## config.mk

```make
export PLATFORM = sky130hd
export DESIGN_NAME = mbox_message_splitter
export DESIGN_NICKNAME = d
export VERILOG_FILES = /design/src/rtl/core/mms_pkg.sv /design/src/rtl/core/mms_front.sv /design/src/rtl/core/mms_queue.sv /design/src/rtl/core/mms_back.sv /design/src/rtl/core/mbox_message_splitter.sv
export SDC_FILE = /design/constraint.sdc
export NUM_CORES = 1
export LEC_CHECK = 0
export BUFFER_PORTS_ARGS = -buffer_cell sky130_fd_sc_hd__buf_2
export CORE_ASPECT_RATIO = 2
export CORE_MARGIN = 3
export CORE_UTILIZATION = 40
export DETAILED_ROUTE_END_ITERATION = 7
export HOLD_SLACK_MARGIN = 0.1
export PLACE_DENSITY = 0.64
export SLEW_MARGIN = 20
export SYNTH_ARGS = -nofsm -noshare
export SYNTH_HDL_FRONTEND = slang
export SYNTH_SLANG_ARGS = --single-unit
```

## constraint.sdc

```tcl
create_clock -name clk -period 12.4 [get_ports clk]
set_input_delay 1.24 -clock clk [delete_from_list [all_inputs] [get_ports clk]]
set_output_delay 1.24 -clock clk [all_outputs]
set_load 0.01 [all_outputs]
```

## src/rtl/core/mms_pkg.sv

```systemverilog
// mms_pkg: shared types, constants and helper functions of the mailbox splitter
// used by every module under rtl/core; depends on nothing
`timescale 1ns / 1ps

package mms_pkg;

	localparam logic [7:0] CHAR_LF    = 8'h0A;
	localparam logic [7:0] CHAR_CR    = 8'h0D;
	localparam logic [7:0] CHAR_QUOTE = 8'h3E;
	localparam logic [7:0] CHAR_SPACE = 8'h20;

	localparam int unsigned PFX_LEN     = 5;
	localparam int unsigned MMS_Q_DEPTH = 4;

	// one beat of the raw mailbox byte stream
	typedef struct packed {
		logic [7:0] in_byte;
		logic       end_of_file;
	} in_beat_t;

	// one beat of the split message stream
	typedef struct packed {
		logic [7:0] out_byte;
		logic       has_byte;
		logic       message_end;
		logic       last;
	} out_beat_t;

	// work for the back end, in output order:
	// held quote, held prefix letters, held cr, the byte itself, end markers
	typedef struct packed {
		logic       quote;
		logic [2:0] nlet;
		logic       cr;
		logic       has_b;
		logic [7:0] b;
		logic [1:0] nend;
	} cmd_t;

	// letters of the separator prefix "From "
	function automatic logic [7:0] pfx_char(input logic [2:0] idx);
		logic [7:0] c;
		c = CHAR_SPACE;
		unique case (idx)
			3'd0:    c = 8'h46;
			3'd1:    c = 8'h72;
			3'd2:    c = 8'h6F;
			3'd3:    c = 8'h6D;
			default: c = CHAR_SPACE;
		endcase
		return c;
	endfunction

endpackage

```

## src/rtl/core/mms_front.sv

```systemverilog
// mms_front: line classifier of the mailbox splitter; keeps the per-line state
// and turns each input byte into at most one command for the back end; uses mms_pkg
`timescale 1ns / 1ps

module mms_front (
	input  logic             clk,
	input  logic             arst_n,
	input  logic             valid,
	output logic             stall,
	input  mms_pkg::in_beat_t data,
	output logic             push,
	output mms_pkg::cmd_t    cmd,
	input  logic             full
);
	import mms_pkg::*;

	logic       at_ls_q, pb_q, in_msg_q, in_pfx_q, hq_q, hcr_q, drop_q;
	logic [2:0] mcnt_q;
	logic       at_ls_d, pb_d, in_msg_d, in_pfx_d, hq_d, hcr_d, drop_d;
	logic [2:0] mcnt_d;
	logic       accept;
	logic [7:0] b;
	cmd_t       c;

	assign b      = data.in_byte;
	assign stall  = full;
	assign accept = valid & ~full;
	assign cmd    = c;
	assign push   = accept & (c.quote | (c.nlet != 3'd0) | c.cr | c.has_b | (c.nend != 2'd0));

	always_comb begin
		at_ls_d  = at_ls_q;
		pb_d     = pb_q;
		in_msg_d = in_msg_q;
		in_pfx_d = in_pfx_q;
		hq_d     = hq_q;
		hcr_d    = hcr_q;
		drop_d   = drop_q;
		mcnt_d   = mcnt_q;
		c        = '0;
		c.b      = b;

		if (drop_q) begin
			// rest of a separator line
			if (b == CHAR_LF) begin
				drop_d  = 1'b0;
				at_ls_d = 1'b1;
				pb_d    = 1'b0;
			end
		end else if (hcr_q) begin
			hcr_d = 1'b0;
			if (b == CHAR_LF) begin
				// lone cr line is blank
				if (in_msg_q) begin
					c.cr    = 1'b1;
					c.has_b = 1'b1;
				end
				at_ls_d = 1'b1;
				pb_d    = 1'b1;
			end else begin
				c.cr     = 1'b1;
				c.has_b  = 1'b1;
				in_msg_d = 1'b1;
				at_ls_d  = 1'b0;
			end
		end else if (in_pfx_q) begin
			if (mcnt_q < 3'(PFX_LEN) && b == pfx_char(mcnt_q)) begin
				mcnt_d = mcnt_q + 3'd1;
				if (mcnt_q == 3'(PFX_LEN - 1)) begin
					in_pfx_d = 1'b0;
					mcnt_d   = 3'd0;
					in_msg_d = 1'b1;
					if (hq_q) begin
						// quoted from line: drop one quote, pass the letters
						hq_d   = 1'b0;
						c.nlet = 3'(PFX_LEN);
					end else begin
						if (in_msg_q) c.nend = 2'd1;
						drop_d = 1'b1;
					end
				end
			end else if (hq_q && mcnt_q == 3'd0 && b == CHAR_QUOTE) begin
				c.has_b  = 1'b1;
				in_msg_d = 1'b1;
			end else begin
				// failed prefix: flush held bytes, then the byte as content
				c.quote  = hq_q;
				c.nlet   = mcnt_q;
				c.has_b  = 1'b1;
				in_pfx_d = 1'b0;
				hq_d     = 1'b0;
				mcnt_d   = 3'd0;
				in_msg_d = 1'b1;
				at_ls_d  = (b == CHAR_LF);
				if (b == CHAR_LF) pb_d = 1'b0;
			end
		end else if (at_ls_q && b == CHAR_LF) begin
			if (in_msg_q) c.has_b = 1'b1;
			pb_d = 1'b1;
		end else if (at_ls_q && b == CHAR_CR) begin
			at_ls_d = 1'b0;
			hcr_d   = 1'b1;
		end else if (at_ls_q && b == CHAR_QUOTE) begin
			at_ls_d  = 1'b0;
			in_pfx_d = 1'b1;
			hq_d     = 1'b1;
			mcnt_d   = 3'd0;
		end else if (at_ls_q && b == pfx_char(3'd0) && pb_q) begin
			at_ls_d  = 1'b0;
			in_pfx_d = 1'b1;
			hq_d     = 1'b0;
			mcnt_d   = 3'd1;
		end else begin
			c.has_b  = 1'b1;
			in_msg_d = 1'b1;
			at_ls_d  = (b == CHAR_LF);
			if (b == CHAR_LF) pb_d = 1'b0;
		end

		if (data.end_of_file) begin
			// a cr held here was set by this byte, so nothing else was emitted
			if (hcr_d && in_msg_d) c.cr = 1'b1;
			if (in_pfx_d) begin
				c.quote = c.quote | hq_d;
				c.nlet  = mcnt_d;
				if (hq_d || mcnt_d != 3'd0) in_msg_d = 1'b1;
			end
			if (in_msg_d) c.nend = c.nend + 2'd1;
			at_ls_d  = 1'b1;
			pb_d     = 1'b1;
			in_msg_d = 1'b0;
			in_pfx_d = 1'b0;
			hq_d     = 1'b0;
			hcr_d    = 1'b0;
			drop_d   = 1'b0;
			mcnt_d   = 3'd0;
		end
	end

	always_ff @(posedge clk or negedge arst_n) begin
		if (!arst_n) begin
			at_ls_q  <= 1'b1;
			pb_q     <= 1'b1;
			in_msg_q <= 1'b0;
			in_pfx_q <= 1'b0;
			hq_q     <= 1'b0;
			hcr_q    <= 1'b0;
			drop_q   <= 1'b0;
			mcnt_q   <= 3'd0;
		end else if (accept) begin
			at_ls_q  <= at_ls_d;
			pb_q     <= pb_d;
			in_msg_q <= in_msg_d;
			in_pfx_q <= in_pfx_d;
			hq_q     <= hq_d;
			hcr_q    <= hcr_d;
			drop_q   <= drop_d;
			mcnt_q   <= mcnt_d;
		end
	end

endmodule

```

## src/rtl/core/mms_queue.sv

```systemverilog
// mms_queue: small command fifo between front and back of the mailbox splitter
// register based storage, one push and one pop per cycle; uses mms_pkg
`timescale 1ns / 1ps

module mms_queue #(
	parameter int unsigned DEPTH = mms_pkg::MMS_Q_DEPTH
) (
	input  logic          clk,
	input  logic          arst_n,
	input  logic          push,
	input  mms_pkg::cmd_t wr_cmd,
	output logic          full,
	input  logic          pop,
	output logic          not_empty,
	output mms_pkg::cmd_t rd_cmd
);
	import mms_pkg::*;

	localparam int unsigned PW = (DEPTH > 1) ? $clog2(DEPTH) : 1;
	localparam int unsigned CW = $clog2(DEPTH + 1);

	cmd_t          mem_q [DEPTH];
	logic [PW-1:0] wr_ptr_q, rd_ptr_q;
	logic [CW-1:0] count_q;

	assign full      = (count_q == CW'(DEPTH));
	assign not_empty = (count_q != '0);
	assign rd_cmd    = mem_q[rd_ptr_q];

	always_ff @(posedge clk) begin
		if (push) mem_q[wr_ptr_q] <= wr_cmd;
	end

	always_ff @(posedge clk or negedge arst_n) begin
		if (!arst_n) begin
			wr_ptr_q <= '0;
			rd_ptr_q <= '0;
			count_q  <= '0;
		end else begin
			if (push) wr_ptr_q <= (wr_ptr_q == PW'(DEPTH - 1)) ? '0 : wr_ptr_q + 1'b1;
			if (pop)  rd_ptr_q <= (rd_ptr_q == PW'(DEPTH - 1)) ? '0 : rd_ptr_q + 1'b1;
			unique case ({push, pop})
				2'b10:   count_q <= count_q + 1'b1;
				2'b01:   count_q <= count_q - 1'b1;
				default: count_q <= count_q;
			endcase
		end
	end

endmodule

```

## src/rtl/core/mms_back.sv

```systemverilog
// mms_back: expands one queued command into its output beats of the splitter
// one beat per cycle into a registered output while the output is not stalled; uses mms_pkg
`timescale 1ns / 1ps

module mms_back (
	input  logic              clk,
	input  logic              arst_n,
	input  logic              cmd_valid,
	input  mms_pkg::cmd_t     cmd,
	output logic              pop,
	output logic              valid,
	input  logic              stall,
	output mms_pkg::out_beat_t data
);
	import mms_pkg::*;

	logic [2:0] step_q;
	logic       valid_q;
	out_beat_t  data_q;
	out_beat_t  beat;
	logic       load;
	logic [3:0] k, e_q, e_l, e_c, e_b, total;
	logic [3:0] lidx;

	assign valid = valid_q;
	assign data  = data_q;
	assign load  = ~valid_q | ~stall;
	assign pop   = load & cmd_valid & beat.last;

	always_comb begin
		k     = {1'b0, step_q};
		e_q   = {3'b0, cmd.quote};
		e_l   = e_q + {1'b0, cmd.nlet};
		e_c   = e_l + {3'b0, cmd.cr};
		e_b   = e_c + {3'b0, cmd.has_b};
		total = e_b + {2'b0, cmd.nend};
		lidx  = k - e_q;
		beat  = '0;
		if (k < e_q) begin
			beat.out_byte = CHAR_QUOTE;
			beat.has_byte = 1'b1;
		end else if (k < e_l) begin
			beat.out_byte = pfx_char(lidx[2:0]);
			beat.has_byte = 1'b1;
		end else if (k < e_c) begin
			beat.out_byte = CHAR_CR;
			beat.has_byte = 1'b1;
		end else if (k < e_b) begin
			beat.out_byte = cmd.b;
			beat.has_byte = 1'b1;
		end else begin
			beat.message_end = 1'b1;
		end
		beat.last = (k + 4'd1 >= total);
	end

	always_ff @(posedge clk) begin
		if (load && cmd_valid) data_q <= beat;
	end

	always_ff @(posedge clk or negedge arst_n) begin
		if (!arst_n) begin
			valid_q <= 1'b0;
			step_q  <= 3'd0;
		end else if (load) begin
			valid_q <= cmd_valid;
			if (cmd_valid) step_q <= beat.last ? 3'd0 : step_q + 3'd1;
		end
	end

endmodule

```

## src/rtl/core/mbox_message_splitter.sv

```systemverilog
// mbox_message_splitter: top level of the streaming mboxrd mailbox splitter
// instantiates mms_front, mms_queue and mms_back; uses mms_pkg
`timescale 1ns / 1ps

//  channel  | direction | beat       | handshake
//  src      | in        | in_beat_t  | src_valid / src_stall
//  dst      | out       | out_beat_t | dst_valid / dst_stall
//
// a raw byte is taken every cycle while the command queue has room
// each byte yields zero to seven output beats, one per cycle from the back end while dst_stall is low
// held prefix flushes and end markers therefore take extra output cycles
// reset returns the line state to file start and empties the queue
// src_stall rises only when the command queue is full

module mbox_message_splitter #(
	parameter int unsigned Q_DEPTH = mms_pkg::MMS_Q_DEPTH
) (
	input  logic               clk,
	input  logic               arst_n,
	input  logic               src_valid,
	output logic               src_stall,
	input  mms_pkg::in_beat_t  src_data,
	output logic               dst_valid,
	input  logic               dst_stall,
	output mms_pkg::out_beat_t dst_data
);
	import mms_pkg::*;

	// front to queue
	logic push, full;
	cmd_t wr_cmd;

	// queue to back
	logic pop, not_empty;
	cmd_t rd_cmd;

	// classify each byte against the line state and build its command
	mms_front u_front (
		.clk    (clk),
		.arst_n (arst_n),
		.valid  (src_valid),
		.stall  (src_stall),
		.data   (src_data),
		.push   (push),
		.cmd    (wr_cmd),
		.full   (full)
	);

	// decouples the byte intake from multi beat output bursts
	mms_queue #(
		.DEPTH (Q_DEPTH)
	) u_queue (
		.clk       (clk),
		.arst_n    (arst_n),
		.push      (push),
		.wr_cmd    (wr_cmd),
		.full      (full),
		.pop       (pop),
		.not_empty (not_empty),
		.rd_cmd    (rd_cmd)
	);

	// walk each command beat by beat into the output register
	mms_back u_back (
		.clk       (clk),
		.arst_n    (arst_n),
		.cmd_valid (not_empty),
		.cmd       (rd_cmd),
		.pop       (pop),
		.valid     (dst_valid),
		.stall     (dst_stall),
		.data      (dst_data)
	);

endmodule
```

==> results of run 1 <==
critical path: stages:
cell      delay (ns)
buf_2           0.17
xor2_1          0.17
or4_1           0.39
a21o_1          0.21
a211oi_4        0.53
nand2_1         0.14
o31ai_1         0.49
o41ai_1         0.18
nand2_1         0.09
ha_1            0.23
nor2_1          0.10
mux2i_1         0.11
nor4_4          0.19
a21oi_4         0.12
inv_1           0.08
ha_1            0.17
inv_1           0.06
fa_1            0.43
xor2_1          0.15
nor2_1          0.12
xor2_1          0.17
flip-flops by register name (all words and copies together), names as in the netlist:
| register | cells |
|---|---|
| u_front.pb_q | 1 |
| u_queue.wr_ptr_q | 2 |
| u_front.at_ls_q | 1 |
| u_back.data | 11 |
| u_front.drop_q | 1 |
| u_front.in_pfx_q | 1 |
| u_back.step_q | 3 |
| u_front.mcnt_q | 3 |
| u_queue.mem_q | 64 |
| u_front.hq_q | 1 |
| u_front.in_msg_q | 1 |
| u_back.valid | 1 |
| u_queue.count_q | 3 |
| u_queue.rd_ptr_q | 2 |
| u_front.hcr_q | 1 |
cell usage after synthesis, types with 3 or more instances:
cell      number
nand2b_1       5
xor2_1        11
nor2_1        26
a32o_1         5
dfrtp_1       19
a21boi_0       5
mux2i_1        6
o21ai_0       21
o221ai_1       3
and3_1         4
nor2b_1        9
nand2_1       29
and2_1         7
xnor2_1        3
inv_1         24
nand3_1       11
mux4_2        16
o31ai_1        3
a21o_1         5
edfxtp_1      75
clkbuf_1       6
a21oi_1       14
ha_1          33
nor3_1         5
o21a_1         7
nand4b_1       3
a31oi_1        3
cells by family after synthesis:
group	after synthesis	synth area share, %
adder cells (fa/ha/maj)	35	8.68
XOR/XNOR	14	2.35
AND/OR/NAND/NOR	117	12.1
multiplexers	26	9.07
flip-flops	96	53.3
buffers and inverters	36	2.93
AO/OA/AOI/OAI	85	11.6
metal layers:
metal | up-vias | track usage [%] | wire length [um]
met2 | 69 | 29.2 | 5930
met5 | - | 0 | 0
met4 | 0 | 9.23 | 551
met3 | 33 | 2.22 | 244
li1 | 1600 | - | -
met1 | 1636 | 14.5 | 3580
power by group through the flow:
stage / Sequential (mW) / Clock [mW] / Combinational [mW]
finish: 0.510 / 0.261 / 1.01
global route: 0.520 / 0.285 / 1.17
CTS: 0.512 / 0.267 / 1.03
detailed placement: 0.519 / 0 / 1.02
global placement: 0.516 / 0 / 0.987
floorplan: 0.508 / 0 / 0.783
stage by stage:
step	area, um^2	util [%]
6_report	5760	45.3
5_1_grt	5760	45.3
4_1_cts	5760	45.3
3_5_place_dp	5470	43.1
3_3_place_gp	5470	43.1
2_1_floorplan	5220	-
cell type report:
cell class | count | area, um^2 | area share [%]
Sequential cell | 96 | 2780 | 48.3
Multi-Input combinational cell | 277 | 2280 | 39.7
Clock buffer | 9 | 225 | 3.91
Tap cell | 150 | 188 | 3.26
Timing Repair Buffer | 26 | 133 | 2.30
Inverter | 24 | 90.1 | 1.56
Clock inverter | 7 | 58.8 | 1.02
worst paths after layout:
check,endpoint,slack [ns],cells past startpoint,startpoint
setup / recovery,u_queue.count_q[2]$_DFFE_PN0P_,7.11,21,src_data[2]
hold / removal,u_back.valid$_DFFE_PN0P_,0.50,2,u_back.valid$_DFFE_PN0P_
setup reg to reg,u_queue.count_q[2]$_DFFE_PN0P_,7.14,18,u_queue.rd_ptr_q[1]$_DFFE_PN0P_
hold reg to reg,u_back.valid$_DFFE_PN0P_,0.50,2,u_back.valid$_DFFE_PN0P_
max in group asynchronous,u_front.at_ls_q$_DFFE_PN1P_,11.15,1,arst_n
min in group asynchronous,u_back.step_q[2]$_DFFE_PN0P_,0.86,1,arst_n
==> metrics, run 1 <==
status finished clean; I/O pins 26; Rel. slew slack approximately 42%; maximum number of pins on one net before global-route repair 22; Placer Congestion 0.846; die height between 150 and 200 um; TritonRoute pass-1 iters 4; gr ovfl total 0; wire per inst approximately 17 um; Global Route Usage Sum around 15%; ANT nets after route 0; Root Buffer clkbuf_16; hold crit path type reg2reg; via count of the first global-routing pass ~3500; vias between 3000 and 4000; commonest non-fill, non-tap cell in the layout edfxtp_1; worst-path fanout max 13; global-route wire length before repair between 15 and 20 mm; CTS max path bufs 2; ant diodes 0; asr flop ratio synth between 20% and 30%; initial antenna violation count 0; commonest non-fill, non-tap cells in the layout edfxtp_1 (75), ha_1 (33), nand2_1 (29), nor2_1 (26), buf_2 (25); Setup CP Type in2reg; Fin Setup TNS 0 ns; Worst Tran Pin Value between 0.8 and 0.9 ns; critical path startpoint category primary input; Initial Util 41.1%; dominant cells by area after synthesis edfxtp_1 (43%), dfrtp_1 (9.1%), ha_1 (7.9%); clock-pin slew on the worst setup and hold paths ~0.08 ns; Lkg Pwr 2.19 nW; share of layout cells above drive strength 1 between 10% and 20%; post-CTS setup buffers 0; Synth-to-Final Area Change 10.4%; post-cts sizing count 0; Cells after DPL 573; clock share of power 14.7%; nets@finish approximately 480; Hold-fix buffers, CTS 0; Horiz. Die Dim roughly 87 um; H-tree Lvls 3; peak supply drop approximately 330 uV; total wire length just over 10 mm; via/cell ratio roughly 5.7; area leader, netlist edfxtp_1; non-filler instance count after layout 589; Distinct cells, synth 62; # fillers ~1100; DRC viols 0; fin. max-slew vios 0; Power, Total 1.78 mW; EDFF count, synth 75; Worst Path Required roughly 13 ns; Mapped Cells about 410; Reg power frac between 20% and 30%; yosys warns 0; worst hold slack approximately 0.5 ns; DR iter-0 viols approximately 270; Setup WS pre-CTS ~6.7 ns; top-area cell type share of the netlist area 43.2%; post-route worst setup slack roughly 7.1 ns; clk sink count 96; Yosys reg bits 96; Tmin final roughly 5.3 ns; pwr dens 309 mW/mm^2; Layout Skew 0.0133 ns; FMAX roughly 0.19 GHz; Max Cap Viol 0; RSZ-0062 raised after global routing false; CTS tree yes; Net Sw Frac between 40% and 50%; Port-buffer cells 25; sequential cell area fraction in the yosys report around 53%; final setup fails 0; NetSw about 0.73 mW; Critical Path AT 5.55 ns; combinational fraction of design power between 50% and 60%; final hold violations 0; Mean Syn Cell Area around 13 um^2; Synth Flop Type edfxtp_1; synthesized area 0.00522 mm^2; full die area 0.0145 mm^2; core box area around 0.013 mm^2; num rows between 50 and 60; Final Cycle Share 42.7%; worst skew pair latency between 0.3 and 0.4 ns; syn nets approximately 460; CTS Buf Count 9; endpoint class of the critical path register; hpwl dp about 7.9 mm; internal power about 1.0 mW
Note: power is estimated with default switching activity, not from simulation.
==> run 2, diff against run 1 <==
Settings changed: PLACE_DENSITY 0.64 to 0.66.
Clock period 12.4 ns to 4.4 ns, I/O delays scaled along.
==> metrics, run 2 (synthesis gave the netlist of run 1 again) <==
status finished with violations; final setup fails 1; Horiz. Die Dim 86.8 um; gr ovfl total 0; critical path startpoint category register; via/cell ratio around 5.7; HP Start dst_stall; vias about 3600; R2R Setup Slk -0.07 ns; pwr dens between 900 and 1000 mW/mm^2; CTS Buf Count 9; Reg power frac between 20% and 30%; num rows 58; internal power roughly 3.6 mW; CP max-delay cell dfrtp_2; Net Sw Frac between 30 and 40%; via count of the first global-routing pass 3882; Port-buffer cells 25; CTS tree yes; Design Area, Final 0.00650 mm^2; ant diodes 0; Worst Path Required about 4.7 ns; crit-path leading delay family simple AND/OR/NAND/NOR gates; Power, Total 5.89 mW; # fillers roughly 1000; Synth-to-Final Area Change 24.7%; Largest Register u_queue.mem_q; total wire length 12.0 mm; RSZ-0062 raised after global routing true; full die area ~0.015 mm^2; global-route wire length before repair between 15 and 20 mm; Root Buffer clkbuf_16; Global Route Usage Sum between 15 and 20%; Worst Tran Pin Value 0.718 ns; Cells after DPL around 600; Setup WS pre-CTS -0.220 ns; wire per inst about 19 um; DRC viols 0; H-tree Lvls 3; nets@finish about 530; RR Startpoint u_front.mcnt_q[1]$_DFFE_PN0P_; commonest non-fill, non-tap cell in the layout edfxtp_1; die height 167 um; worst skew pair latency ~0.35 ns; fin util ~51%; maximum number of pins on one net before global-route repair 22; Fin Setup TNS -0.0696 ns; Setup CP Type reg2reg; TritonRoute pass-1 iters 5; Lkg Pwr 2.48 nW; Cell Chain, Critical Path buf_6 -> ha_4 -> buf_4 -> nor3_4 -> mux2i_1 -> nand4_1 -> a211oi_4 -> buf_6 -> nand2_4 -> o31ai_4 -> o41ai_4 -> nand2_2 -> ha_4 -> nor2_1 -> mux2i_1 -> nor4_4 -> a21oi_4 -> inv_2 -> ha_4 -> inv_2 -> fa_2 -> xor2_1 -> nor2_1 -> xor2_1; combinational fraction of design power a little over three fifths; post-route worst setup slack -0.0696 ns; hold crit path type in2reg; CP max stage delay 0.45 ns; worst-path fanout max 3; clock share of power a little over an eighth; Area after DPL around 0.0059 mm^2; fin. max-slew vios 0; I/O pins 26; FMAX 0.224 GHz; Layout Skew between 0.01 and 0.015 ns; Tmin final roughly 4.5 ns; core box area ~0.013 mm^2; crit-path most repeated cell ha_4; Initial Util 41.1%; worst hold slack 0.305 ns; Final Cycle Share 102%; CTS max path bufs 2; Rel. slew slack about 52%; FF-to-FF End u_queue.count_q[2]$_DFFE_PN0P_; non-filler instance count after layout ~640; ANT nets after route 0; initial antenna violation count 0; Max Cap Viol 0; Critical Path AT around 4.7 ns; final hold violations 0; endpoint class of the critical path register; failing checks setup timing; Reg2Reg Depth 24; number of flip-flops in the largest register 64; Placer Congestion 0.914; clock-pin slew on the worst setup and hold paths 0.07 ns; clk sink count 96; DR iter-0 viols 198; WHS Endpoint u_back.valid$_DFFE_PN0P_; Bufs and invs on worst path 5; Min-Delay Path Depth 3; hpwl dp 8.94 mm; peak supply drop between 900 and 1000 uV; NetSw 2.34 mW; commonest non-fill, non-tap cells in the layout edfxtp_1 (75), buf_4 (39), nand2_1 (27), nor2_1 (26), buf_2 (25); share of layout cells above drive strength 1 approximately 33%
-- run 2: cell types whose count changed in the layout (fill, tap and decap cells not counted), moves of 4 or more --
cell	previous run	this run
buf_4	1	39
ha_1	33	19
ha_4	0	13
a21oi_1	14	10
buf_12	0	4
inv_6	4	0
-- run 2: what timing repair did --
action / in CTS / in global routing
endpoints found under the hold margin: 12 / 0
pin swaps: 20 / 21
buffers inserted: 6 / 5
hold buffers: 1 / 0
setup endpoints to repair: 2 / 66
gates resized for setup: 31 / 14
-- run 2: power by group through the flow --
stage | Clock (mW) | Combinational (mW) | Sequential, mW
final | 0.768 | 3.70 | 1.42
after global routing | 0.827 | 4.14 | 1.44
after CTS | 0.783 | 3.70 | 1.43
after detailed placement | 0 | 3.64 | 1.45
after global placement | 0 | 3.49 | 1.43
after floorplan | 0 | 2.58 | 1.43
-- run 2: worst reg2reg max path, delay by kind of cell, from the launching register on --
kind | cells | cell delay [ns]
multiplexers | 2 | 0.38
XOR/XNOR | 2 | 0.30
adder cells (fa/ha/maj) | 4 | 0.80
flip-flops | 1 | 0.45
buffers and inverters | 5 | 0.58
AND/OR/NAND/NOR | 7 | 0.95
AO/OA/AOI/OAI | 4 | 0.93
-- run 2: worst max-delay path by stage --
stage | cells past startpoint | from | endpoint
after global routing | 24 | u_front.mcnt_q[1]$_DFFE_PN0P_ | u_queue.count_q[2]$_DFFE_PN0P_
final | 24 | u_front.mcnt_q[1]$_DFFE_PN0P_ | u_queue.count_q[2]$_DFFE_PN0P_
after floorplan | 21 | u_queue.rd_ptr_q[0]$_DFFE_PN0P_ | u_queue.count_q[2]$_DFFE_PN0P_
after CTS | 22 | u_front.mcnt_q[0]$_DFFE_PN0P_ | u_queue.count_q[2]$_DFFE_PN0P_
after global placement | 22 | u_front.mcnt_q[0]$_DFFE_PN0P_ | u_queue.count_q[2]$_DFFE_PN0P_
after detailed placement | 22 | u_front.mcnt_q[0]$_DFFE_PN0P_ | u_queue.count_q[2]$_DFFE_PN0P_
-- run 2: layer usage --
metal | up-vias | wire, um | global-route usage (%) | share of wire, %
met5 | - | 0 | 0 | 0
met4 | 0 | 766 | 12.8 | 6.4
met3 | 54 | 360 | 2.26 | 3.0
met2 | 115 | 6890 | 32.8 | 57
met1 | 1788 | 3980 | 16.9 | 33
li1 | 1691 | - | - | -
-- run 2: layout make-up --
cell class	instances	area [um^2]	share of cell area (%)
Clock buffer	9	225	3.46
Clock inverter	7	73.8	1.14
Inverter	24	90.1	1.39
Multi-Input combinational cell	277	2600	40.0
Sequential cell	96	2780	42.8
Tap cell	150	188	2.89
Timing Repair Buffer	72	542	8.33
